==> config.mk <==
export PLATFORM = sky130hd
export DESIGN_NAME = serial_bus_host_transaction_control_core
export DESIGN_NICKNAME = d
export VERILOG_FILES = /design/src/design/sbhtc_pkg.sv /design/src/design/serial_bus_host_transaction_control_core.sv
export SDC_FILE = /design/constraint.sdc
export NUM_CORES = 1
export LEC_CHECK = 0
export ABC_AREA = 1
export ABC_CLOCK_PERIOD_IN_PS = 9200
export BUFFER_PORTS_ARGS = -buffer_cell sky130_fd_sc_hd__buf_2
export CAP_MARGIN = 20
export CORE_MARGIN = 2
export CORE_UTILIZATION = 45
export CTS_BUF_LIST = sky130_fd_sc_hd__clkbuf_4 sky130_fd_sc_hd__clkbuf_8
export DETAILED_ROUTE_END_ITERATION = 8
export GPL_TIMING_DRIVEN = 0
export SETUP_SLACK_MARGIN = 0.2
export SYNTH_ARGS = -nofsm -noshare
export SYNTH_HDL_FRONTEND = slang
export SYNTH_SLANG_ARGS = --single-unit
==> constraint.sdc <==
create_clock -name aclk -period 9.2 [get_ports aclk]
set_input_delay 1.38 -clock aclk [delete_from_list [all_inputs] [get_ports aclk]]
set_output_delay 1.38 -clock aclk [all_outputs]
set_load 0.01 [all_outputs]
==> src/design/sbhtc_pkg.sv <==
// Shared types, codes and helpers for the serial bus host transaction controller.
// No dependencies.
package sbhtc_pkg;

    localparam int BUFFER_WORDS_DEF = 256;

    localparam int ACTION_W  = 3;
    localparam int PHASE_W   = 3;
    localparam int OUTCOME_W = 3;
    localparam int FAILURE_W = 3;
    localparam int TIMER_W   = 24;
    localparam int GAP_W     = 16;
    localparam int WORD_W    = 32;
    localparam int PWORDS_W  = 8;
    localparam int CFG_IDX_W = 2;
    localparam int CFG_DAT_W = 24;

    localparam int S_TDATA_W = 64;
    localparam int M_TDATA_W = 24;

    localparam logic [GAP_W-1:0]   GAP_MAX          = 16'hFFFF;
    localparam logic               NET_ORDER_RST    = 1'b1;
    localparam logic [GAP_W-1:0]   INTER_WORD_RST   = 16'd300;
    localparam logic [TIMER_W-1:0] WRITE_LIMIT_RST  = 24'd2000;

    typedef enum logic [ACTION_W-1:0] {
        ACT_START_WRITE = 3'd0,
        ACT_START_READ  = 3'd1,
        ACT_TX_DONE     = 3'd2,
        ACT_RX_MARKER   = 3'd3,
        ACT_RX_WORD     = 3'd4,
        ACT_TICK        = 3'd5
    } action_t;

    typedef enum logic [CFG_IDX_W-1:0] {
        REG_NET_ORDER   = 2'd0,
        REG_INTER_WORD  = 2'd1,
        REG_WRITE_LIMIT = 2'd2
    } reg_idx_t;

    typedef enum logic [5:0] {
        ST_IDLE       = 6'b000001,
        ST_WRITING    = 6'b000010,
        ST_WRITE_DONE = 6'b000100,
        ST_AWAIT_READ = 6'b001000,
        ST_READING    = 6'b010000,
        ST_READ_DONE  = 6'b100000
    } state_t;

    typedef enum logic [PHASE_W-1:0] {
        PH_IDLE       = 3'd0,
        PH_WRITING    = 3'd1,
        PH_WRITE_DONE = 3'd2,
        PH_AWAIT_READ = 3'd3,
        PH_READING    = 3'd4,
        PH_READ_DONE  = 3'd5
    } phase_t;

    typedef enum logic [OUTCOME_W-1:0] {
        OC_NONE        = 3'd0,
        OC_WRITE_DONE  = 3'd1,
        OC_READ_OK     = 3'd2,
        OC_READ_FAIL   = 3'd3,
        OC_WRITE_FAIL  = 3'd4
    } outcome_t;

    typedef enum logic [FAILURE_W-1:0] {
        FL_NONE     = 3'd0,
        FL_CHECK    = 3'd1,
        FL_MISSING  = 3'd2,
        FL_OVERFLOW = 3'd3,
        FL_TIMEOUT  = 3'd4
    } failure_t;

    typedef struct packed {
        logic [PWORDS_W-1:0] packet_words;
        failure_t            failure;
        outcome_t            outcome;
        phase_t              phase;
        logic                accepted;
    } result_t;

    function automatic phase_t phase_code(input state_t st);
        phase_t p;
        unique case (st)
            ST_IDLE:       p = PH_IDLE;
            ST_WRITING:    p = PH_WRITING;
            ST_WRITE_DONE: p = PH_WRITE_DONE;
            ST_AWAIT_READ: p = PH_AWAIT_READ;
            ST_READING:    p = PH_READING;
            ST_READ_DONE:  p = PH_READ_DONE;
            default:       p = PH_IDLE;
        endcase
        return p;
    endfunction

    function automatic logic [7:0] byte_xor(input logic [WORD_W-1:0] w);
        return w[7:0] ^ w[15:8] ^ w[23:16] ^ w[31:24];
    endfunction

    function automatic logic [7:0] pick_byte(input logic net_order,
                                             input logic [WORD_W-1:0] w);
        return net_order ? w[31:24] : w[7:0];
    endfunction

endpackage

==> src/design/serial_bus_host_transaction_control_core.sv <==
// Results of accepted transactions are registered in the output register or skid entry.
// Throughput: one transaction per cycle while no result waits in the skid entry; a two-entry
// output buffer keeps s_tready high while one finished result waits on m_tready.
// Reset: aresetn synchronous, active low; phase idle, timers and read state cleared,
// registers back to network order 1, inter-word limit 300, write limit 2000.
// Depends on sbhtc_pkg.
module serial_bus_host_transaction_control_core
    import sbhtc_pkg::*;
#(
    parameter int BUFFER_WORDS = BUFFER_WORDS_DEF
) (
    input  logic                  aclk,
    input  logic                  aresetn,
    input  logic                  s_tvalid,
    output logic                  s_tready,
    input  logic [S_TDATA_W-1:0]  s_tdata,   // data_word[31:0], expect_response[32],
                                             // timeout_ticks[56:33], lines_high[57], zeros
    input  logic [ACTION_W-1:0]   s_tuser,   // action[2:0]
    output logic                  m_tvalid,
    input  logic                  m_tready,
    output logic [M_TDATA_W-1:0]  m_tdata,   // accepted[0], phase[3:1], outcome[6:4],
                                             // failure[9:7], packet_words[17:10], zeros
    input  logic                  cfg_valid,
    output logic                  cfg_ready,
    input  logic [CFG_IDX_W-1:0]  cfg_index,
    input  logic [CFG_DAT_W-1:0]  cfg_data
);

    localparam int CNT_W = $clog2(BUFFER_WORDS + 1);
    localparam logic [CNT_W-1:0] CNT_FULL = CNT_W'(BUFFER_WORDS);

    logic                 net_order_reg;
    logic [GAP_W-1:0]     inter_word_reg;
    logic [TIMER_W-1:0]   write_limit_reg;

    state_t               state_reg, state_next;
    logic                 want_reply_reg, want_reply_next;
    logic [TIMER_W-1:0]   reply_tmo_reg, reply_tmo_next;
    logic [TIMER_W-1:0]   kill_reg, kill_next;
    logic [GAP_W-1:0]     gap_reg, gap_next;
    logic [CNT_W-1:0]     wcnt_reg, wcnt_next;
    logic [7:0]           xor_reg, xor_next;
    logic [WORD_W-1:0]    first_reg, first_next;
    logic [WORD_W-1:0]    last_reg, last_next;

    logic                 out_valid_reg, skid_valid_reg;
    result_t              out_data_reg, skid_data_reg;
    result_t              res;

    logic                 s_accept, m_take;
    action_t              action;
    logic [WORD_W-1:0]    data_word;
    logic                 expect_response;
    logic [TIMER_W-1:0]   timeout_ticks;
    logic                 lines_high;

    logic [GAP_W-1:0]     gap_inc;
    logic [TIMER_W-1:0]   kill_dec;
    logic [9:0]           len_need;

    assign action          = action_t'(s_tuser);
    assign data_word       = s_tdata[31:0];
    assign expect_response = s_tdata[32];
    assign timeout_ticks   = s_tdata[56:33];
    assign lines_high      = s_tdata[57];

    assign s_tready  = !skid_valid_reg;
    assign s_accept  = s_tvalid && s_tready;
    assign m_tvalid  = out_valid_reg;
    assign m_take    = out_valid_reg && m_tready;
    assign m_tdata   = M_TDATA_W'(out_data_reg);
    assign cfg_ready = 1'b1;

    assign gap_inc  = (gap_reg != GAP_MAX) ? gap_reg + GAP_W'(1) : gap_reg;
    assign kill_dec = kill_reg - TIMER_W'(1);
    assign len_need = 10'(pick_byte(net_order_reg, first_reg)) + 10'd2;

    always_comb begin
        state_next      = state_reg;
        want_reply_next = want_reply_reg;
        reply_tmo_next  = reply_tmo_reg;
        kill_next       = kill_reg;
        gap_next        = gap_reg;
        wcnt_next       = wcnt_reg;
        xor_next        = xor_reg;
        first_next      = first_reg;
        last_next       = last_reg;
        res             = '0;
        res.outcome     = OC_NONE;
        res.failure     = FL_NONE;

        if (s_accept) begin
            case (action)
                ACT_START_WRITE: begin
                    if (state_reg == ST_IDLE && lines_high) begin
                        res.accepted    = 1'b1;
                        want_reply_next = expect_response;
                        reply_tmo_next  = timeout_ticks;
                        kill_next       = write_limit_reg;
                        gap_next        = '0;
                        wcnt_next       = '0;
                        xor_next        = '0;
                        first_next      = '0;
                        last_next       = '0;
                        state_next      = ST_WRITING;
                    end
                end
                ACT_START_READ: begin
                    if (state_reg == ST_IDLE) begin
                        res.accepted = 1'b1;
                        kill_next    = timeout_ticks;
                        gap_next     = '0;
                        wcnt_next    = '0;
                        xor_next     = '0;
                        first_next   = '0;
                        last_next    = '0;
                        state_next   = ST_AWAIT_READ;
                    end
                end
                ACT_TX_DONE: begin
                    if (state_reg == ST_WRITING) begin
                        if (want_reply_reg) begin
                            kill_next  = reply_tmo_reg;
                            gap_next   = '0;
                            wcnt_next  = '0;
                            xor_next   = '0;
                            first_next = '0;
                            last_next  = '0;
                            state_next = ST_AWAIT_READ;
                        end else begin
                            kill_next  = '0;
                            state_next = ST_WRITE_DONE;
                        end
                    end
                end
                ACT_RX_MARKER: begin
                    if (state_reg == ST_AWAIT_READ) begin
                        gap_next   = '0;
                        state_next = ST_READING;
                    end else if (state_reg == ST_READING) begin
                        state_next = ST_READ_DONE;
                    end
                end
                ACT_RX_WORD: begin
                    if (state_reg == ST_READING && wcnt_reg < CNT_FULL) begin
                        if (wcnt_reg == '0) begin
                            first_next = data_word;
                        end else begin
                            xor_next = xor_reg ^ byte_xor(last_reg);
                        end
                        last_next = data_word;
                        wcnt_next = wcnt_reg + CNT_W'(1);
                        gap_next  = '0;
                    end
                end
                ACT_TICK: begin
                    if (state_reg == ST_READ_DONE) begin
                        if (wcnt_reg > CNT_W'(1) && len_need <= 10'(wcnt_reg)) begin
                            if (xor_reg == pick_byte(net_order_reg, last_reg)) begin
                                res.outcome      = OC_READ_OK;
                                res.packet_words = PWORDS_W'(wcnt_reg - CNT_W'(1));
                            end else begin
                                res.outcome = OC_READ_FAIL;
                                res.failure = FL_CHECK;
                            end
                        end else begin
                            res.outcome = OC_READ_FAIL;
                            res.failure = FL_MISSING;
                        end
                        state_next = ST_IDLE;
                    end else if (state_reg == ST_WRITE_DONE) begin
                        res.outcome = OC_WRITE_DONE;
                        state_next  = ST_IDLE;
                    end else if (state_reg == ST_READING) begin
                        if (wcnt_reg >= CNT_FULL) begin
                            res.outcome = OC_READ_FAIL;
                            res.failure = FL_OVERFLOW;
                            state_next  = ST_IDLE;
                        end else begin
                            gap_next = gap_inc;
                            if (gap_inc >= inter_word_reg) begin
                                res.outcome = OC_READ_FAIL;
                                res.failure = FL_TIMEOUT;
                                state_next  = ST_IDLE;
                            end
                        end
                    end else if (state_reg == ST_WRITING || state_reg == ST_AWAIT_READ) begin
                        if (kill_reg != '0) begin
                            kill_next = kill_dec;
                            if (kill_dec == '0) begin
                                res.outcome = (state_reg == ST_WRITING) ? OC_WRITE_FAIL
                                                                        : OC_READ_FAIL;
                                res.failure = FL_TIMEOUT;
                                state_next  = ST_IDLE;
                            end
                        end
                    end
                end
                default: begin
                end
            endcase
        end

        res.phase = phase_code(state_next);
    end

    always_ff @(posedge aclk) begin
        if (!aresetn) begin
            net_order_reg   <= NET_ORDER_RST;
            inter_word_reg  <= INTER_WORD_RST;
            write_limit_reg <= WRITE_LIMIT_RST;
        end else if (cfg_valid && cfg_ready) begin
            unique case (cfg_index)
                REG_NET_ORDER:   net_order_reg   <= cfg_data[0];
                REG_INTER_WORD:  inter_word_reg  <= cfg_data[GAP_W-1:0];
                REG_WRITE_LIMIT: write_limit_reg <= cfg_data[TIMER_W-1:0];
                default: begin
                end
            endcase
        end
    end

    always_ff @(posedge aclk) begin
        if (!aresetn) begin
            state_reg      <= ST_IDLE;
            want_reply_reg <= 1'b0;
            reply_tmo_reg  <= '0;
            kill_reg       <= '0;
            gap_reg        <= '0;
            wcnt_reg       <= '0;
            xor_reg        <= '0;
            first_reg      <= '0;
            last_reg       <= '0;
        end else begin
            state_reg      <= state_next;
            want_reply_reg <= want_reply_next;
            reply_tmo_reg  <= reply_tmo_next;
            kill_reg       <= kill_next;
            gap_reg        <= gap_next;
            wcnt_reg       <= wcnt_next;
            xor_reg        <= xor_next;
            first_reg      <= first_next;
            last_reg       <= last_next;
        end
    end

    // output register plus skid entry
    always_ff @(posedge aclk) begin
        if (!aresetn) begin
            out_valid_reg  <= 1'b0;
            skid_valid_reg <= 1'b0;
        end else if (skid_valid_reg) begin
            if (m_take) begin
                out_data_reg   <= skid_data_reg;
                skid_valid_reg <= 1'b0;
            end
        end else if (s_accept) begin
            if (!out_valid_reg || m_take) begin
                out_data_reg  <= res;
                out_valid_reg <= 1'b1;
            end else begin
                skid_data_reg  <= res;
                skid_valid_reg <= 1'b1;
            end
        end else if (m_take) begin
            out_valid_reg <= 1'b0;
        end
    end

endmodule

==> flow_summary.json <==
{
  "holdPathStages": 2,
  "cts_setup_buffers": 0,
  "synth.cell_area_sq_um": 11700,
  "reg2reg_depth": 26,
  "cp-end-kind": "register",
  "synth-edff-count": 36,
  "numPortBuffers": 110,
  "stdcell_area_sq_um": 13600,
  "synth-main-ff-cell": "dfxtp_1",
  "report.final.slew_viol_count": 0,
  "power_leakage_nw": 5.81,
  "clock_latency_ns": 0.56,
  "synth-seq-cells": 215,
  "instances_no_fill": 2106,
  "utilization_pct": 52.5,
  "setup-tns-final_ns": 0,
  "largest_reg_flops": 32,
  "post_cts_resized": 0,
  "synth.area.top_cells": "dfxtp_1 31%, edfxtp_1 9.2%, nand2_1 8.6%, nor2_1 6.8%, o21ai_0 6.1%",
  "wl_met2_mm": 16.1,
  "path_max_fanout": 6,
  "core_sq_um": 25800,
  "num_vias": 11000,
  "arrival_ns": 4.74,
  "wl_mm": 35.5,
  "tritoncts": "done",
  "dieWidth_microns": 165,
  "hold_end": "reply_tmo_reg[16]$_SDFFE_PN0P_",
  "drive_gt1_share_pct": 16.5,
  "gp_congestion": 0.936,
  "clock_skew_ns": 0.0353,
  "setup_viol": 0,
  "synthCells": 1582,
  "cts.reportedPaths.clkPinSlew_ns": 0.06,
  "dr.pass1.iters": 5,
  "synth_seq_area_share_pct": 39.8,
  "ctsHoldBuffers": 0,
  "irDropWorstVdd_uv": 124,
  "fmax_mhz": 230,
  "min_from": "reply_tmo_reg[16]$_SDFFE_PN0P_",
  "cts_buffers": 40,
  "dp_cells": 2034,
  "r2r-end": "m_tdata[1]$_DFFE_PP_",
  "maxCapViolCount": 0,
  "layout.nets": 1872,
  "die_y_microns": 165,
  "hold_viol": 0,
  "highest_layer": "met4",
  "antenna-diode-count": 0,
  "synth_commonest_cells": "268 x nand2_1, 212 x nor2_1, 179 x dfxtp_1",
  "worst_pin_slew_ns": 1.01,
  "powerDensity_nw_per_um2": 178,
  "die_area_sq_um": 27400,
  "syn_avg_cell_area_sq_um": 7.41,
  "grt_start_max_net_pins": 13,
  "ant_nets": 0,
  "synth-warning-count": 0,
  "dpl_cell_area_sq_um": 12700,
  "finalCriticalPeriod_ns": 4.35,
  "rsz0062_at_grt": "no",
  "path_class": "register to register",
  "antenna_found_initial": 0,
  "synth_cell_types": 59,
  "ios": 125,
  "dp_hpwl_mm": 27.3,
  "async_flop_share_pct": 0,
  "finalCritPeriodShare_pct": 47.2,
  "clock_path_buffers": 3,
  "hold_path_class": "register to register",
  "rows": 59,
  "vias_per_cell": 5.22,
  "wl_per_cell_microns": 16.9,
  "drc_errors": 0,
  "synth.most_common_cell": "nand2_1",
  "slew-limit-headroom_pct": 32.6,
  "met1_length_mm": 16.2,
  "htree_levels": 2,
  "grt_pass1_wl_mm": 55.6,
  "outcome": "finished, final reports clean",
  "required_ns": 9.60,
  "drt_iter0_drc": 745,
  "synth_top_area_share_pct": 30.6,
  "r2r-start": "gap_reg[0]$_SDFFE_PN0P_",
  "grt_pass1_vias": 10500,
  "clock-sinks": 215,
  "startpoint_type": "register",
  "cts_root_buf": "clkbuf_8",
  "syn2layout_area_growth_pct": 15.7,
  "yosysTopAreaCell": "dfxtp_1",
  "met3_length_mm": 1.89,
  "r2r_slack_ns": 4.85,
  "grt-ovfl-total": 0,
  "track_usage_pct": 26.2,
  "start_util_pct": 45.4
}
-- worst max path at each step --
stage,startpoint,endpoint,depth (start not counted)
after floorplan,aresetn,skid_data_reg[0]$_DFFE_PP_,4
after global placement,aresetn,skid_data_reg[1]$_DFFE_PP_,4
after detailed placement,gap_reg[0]$_SDFFE_PN0P_,m_tdata[3]$_DFFE_PP_,25
after CTS,gap_reg[0]$_SDFFE_PN0P_,m_tdata[1]$_DFFE_PP_,27
after global routing,gap_reg[0]$_SDFFE_PN0P_,m_tdata[1]$_DFFE_PP_,27
final,gap_reg[0]$_SDFFE_PN0P_,m_tdata[1]$_DFFE_PP_,26
-- critical path, cell delays in order (launching register included) --
cell and delay (ns):
dfxtp_1 0.40, ha_1 0.17, inv_1 0.07, nor3_2 0.22, nand3_2 0.18, nor3_2 0.16, nand2_1 0.14, nor2_2 0.17
nand3_2 0.19, nand3_1 0.15, inv_1 0.07, a21oi_1 0.25, ha_1 0.30, a21o_1 0.18, a21oi_1 0.14, nand2_1 0.09
nand2_1 0.11, nand4_1 0.17, a21oi_1 0.23, nand3_1 0.10, nand2_1 0.12, inv_1 0.09, a21oi_4 0.16, nand3_2 0.11
nand3_2 0.10, nand2_1 0.05, nand2_1 0.05
-- stage by stage --
stage	hold WS (ns)	setup WS, ns	total power [mW]
after floorplan	0.420	5.40	1.35
after global placement	0.436	4.13	1.48
after detailed placement	0.444	4.95	1.49
after CTS	0.452	4.90	2.43
after global routing	0.461	4.34	2.53
final	0.450	4.85	2.41
-- kinds of logic after synthesis --
kind of cell / share of synthesized area [%]
adder cells (fa/ha/maj): 3.41
multiplexers: 0.459
other: 0.0640
XOR/XNOR: 4.18
AO/OA/AOI/OAI: 18.1
AND/OR/NAND/NOR: 24.8
flip-flops: 39.8
buffers and inverters: 9.14
-- layer usage --
| layer | global-route usage (%) | vias up |
|---|---|---|
| li1 | - | 5571 |
| met2 | 42.8 | 321 |
| met5 | 0 | - |
| met1 | 34.6 | 5023 |
| met4 | 10.8 | 0 |
| met3 | 3.97 | 73 |
-- layout make-up --
cell class / count / area (sq um)
Sequential cell: 215 / 4660
Tap cell: 335 / 419
Inverter: 192 / 723
Clock inverter: 8 / 45.0
Multi-Input combinational cell: 1108 / 6020
Clock buffer: 63 / 773
Fill cell: 2646 / 12300
Buffer: 72 / 349
Timing Repair Buffer: 113 / 581
-- placed cells by master, fill, tap and decap left out, types with 22 or more instances in the layout --
cell | synthesis | layout
xor2_1 | 31 | 31
edfxtp_1 | 36 | 36
clkbuf_8 | 0 | 48
inv_1 | 172 | 172
nand3_1 | 57 | 57
o21ai_0 | 142 | 142
nor3_1 | 36 | 35
clkbuf_1 | 43 | 43
nand2_1 | 268 | 268
ha_1 | 32 | 32
nor2_1 | 212 | 212
buf_2 | 9 | 119
a221oi_1 | 22 | 22
a21oi_1 | 128 | 128
xnor2_1 | 25 | 25
dfxtp_1 | 179 | 179
-- power breakdown --
part / total, mW / switching (mW) / internal [mW]
sequential: 1.03 / 0.0323 / 0.999
combinational: 0.441 / 0.287 / 0.154
clock: 0.942 / 0.408 / 0.534
total: 2.41 / 0.727 / 1.69
No activity file was read; power rests on OpenSTA's default activity.
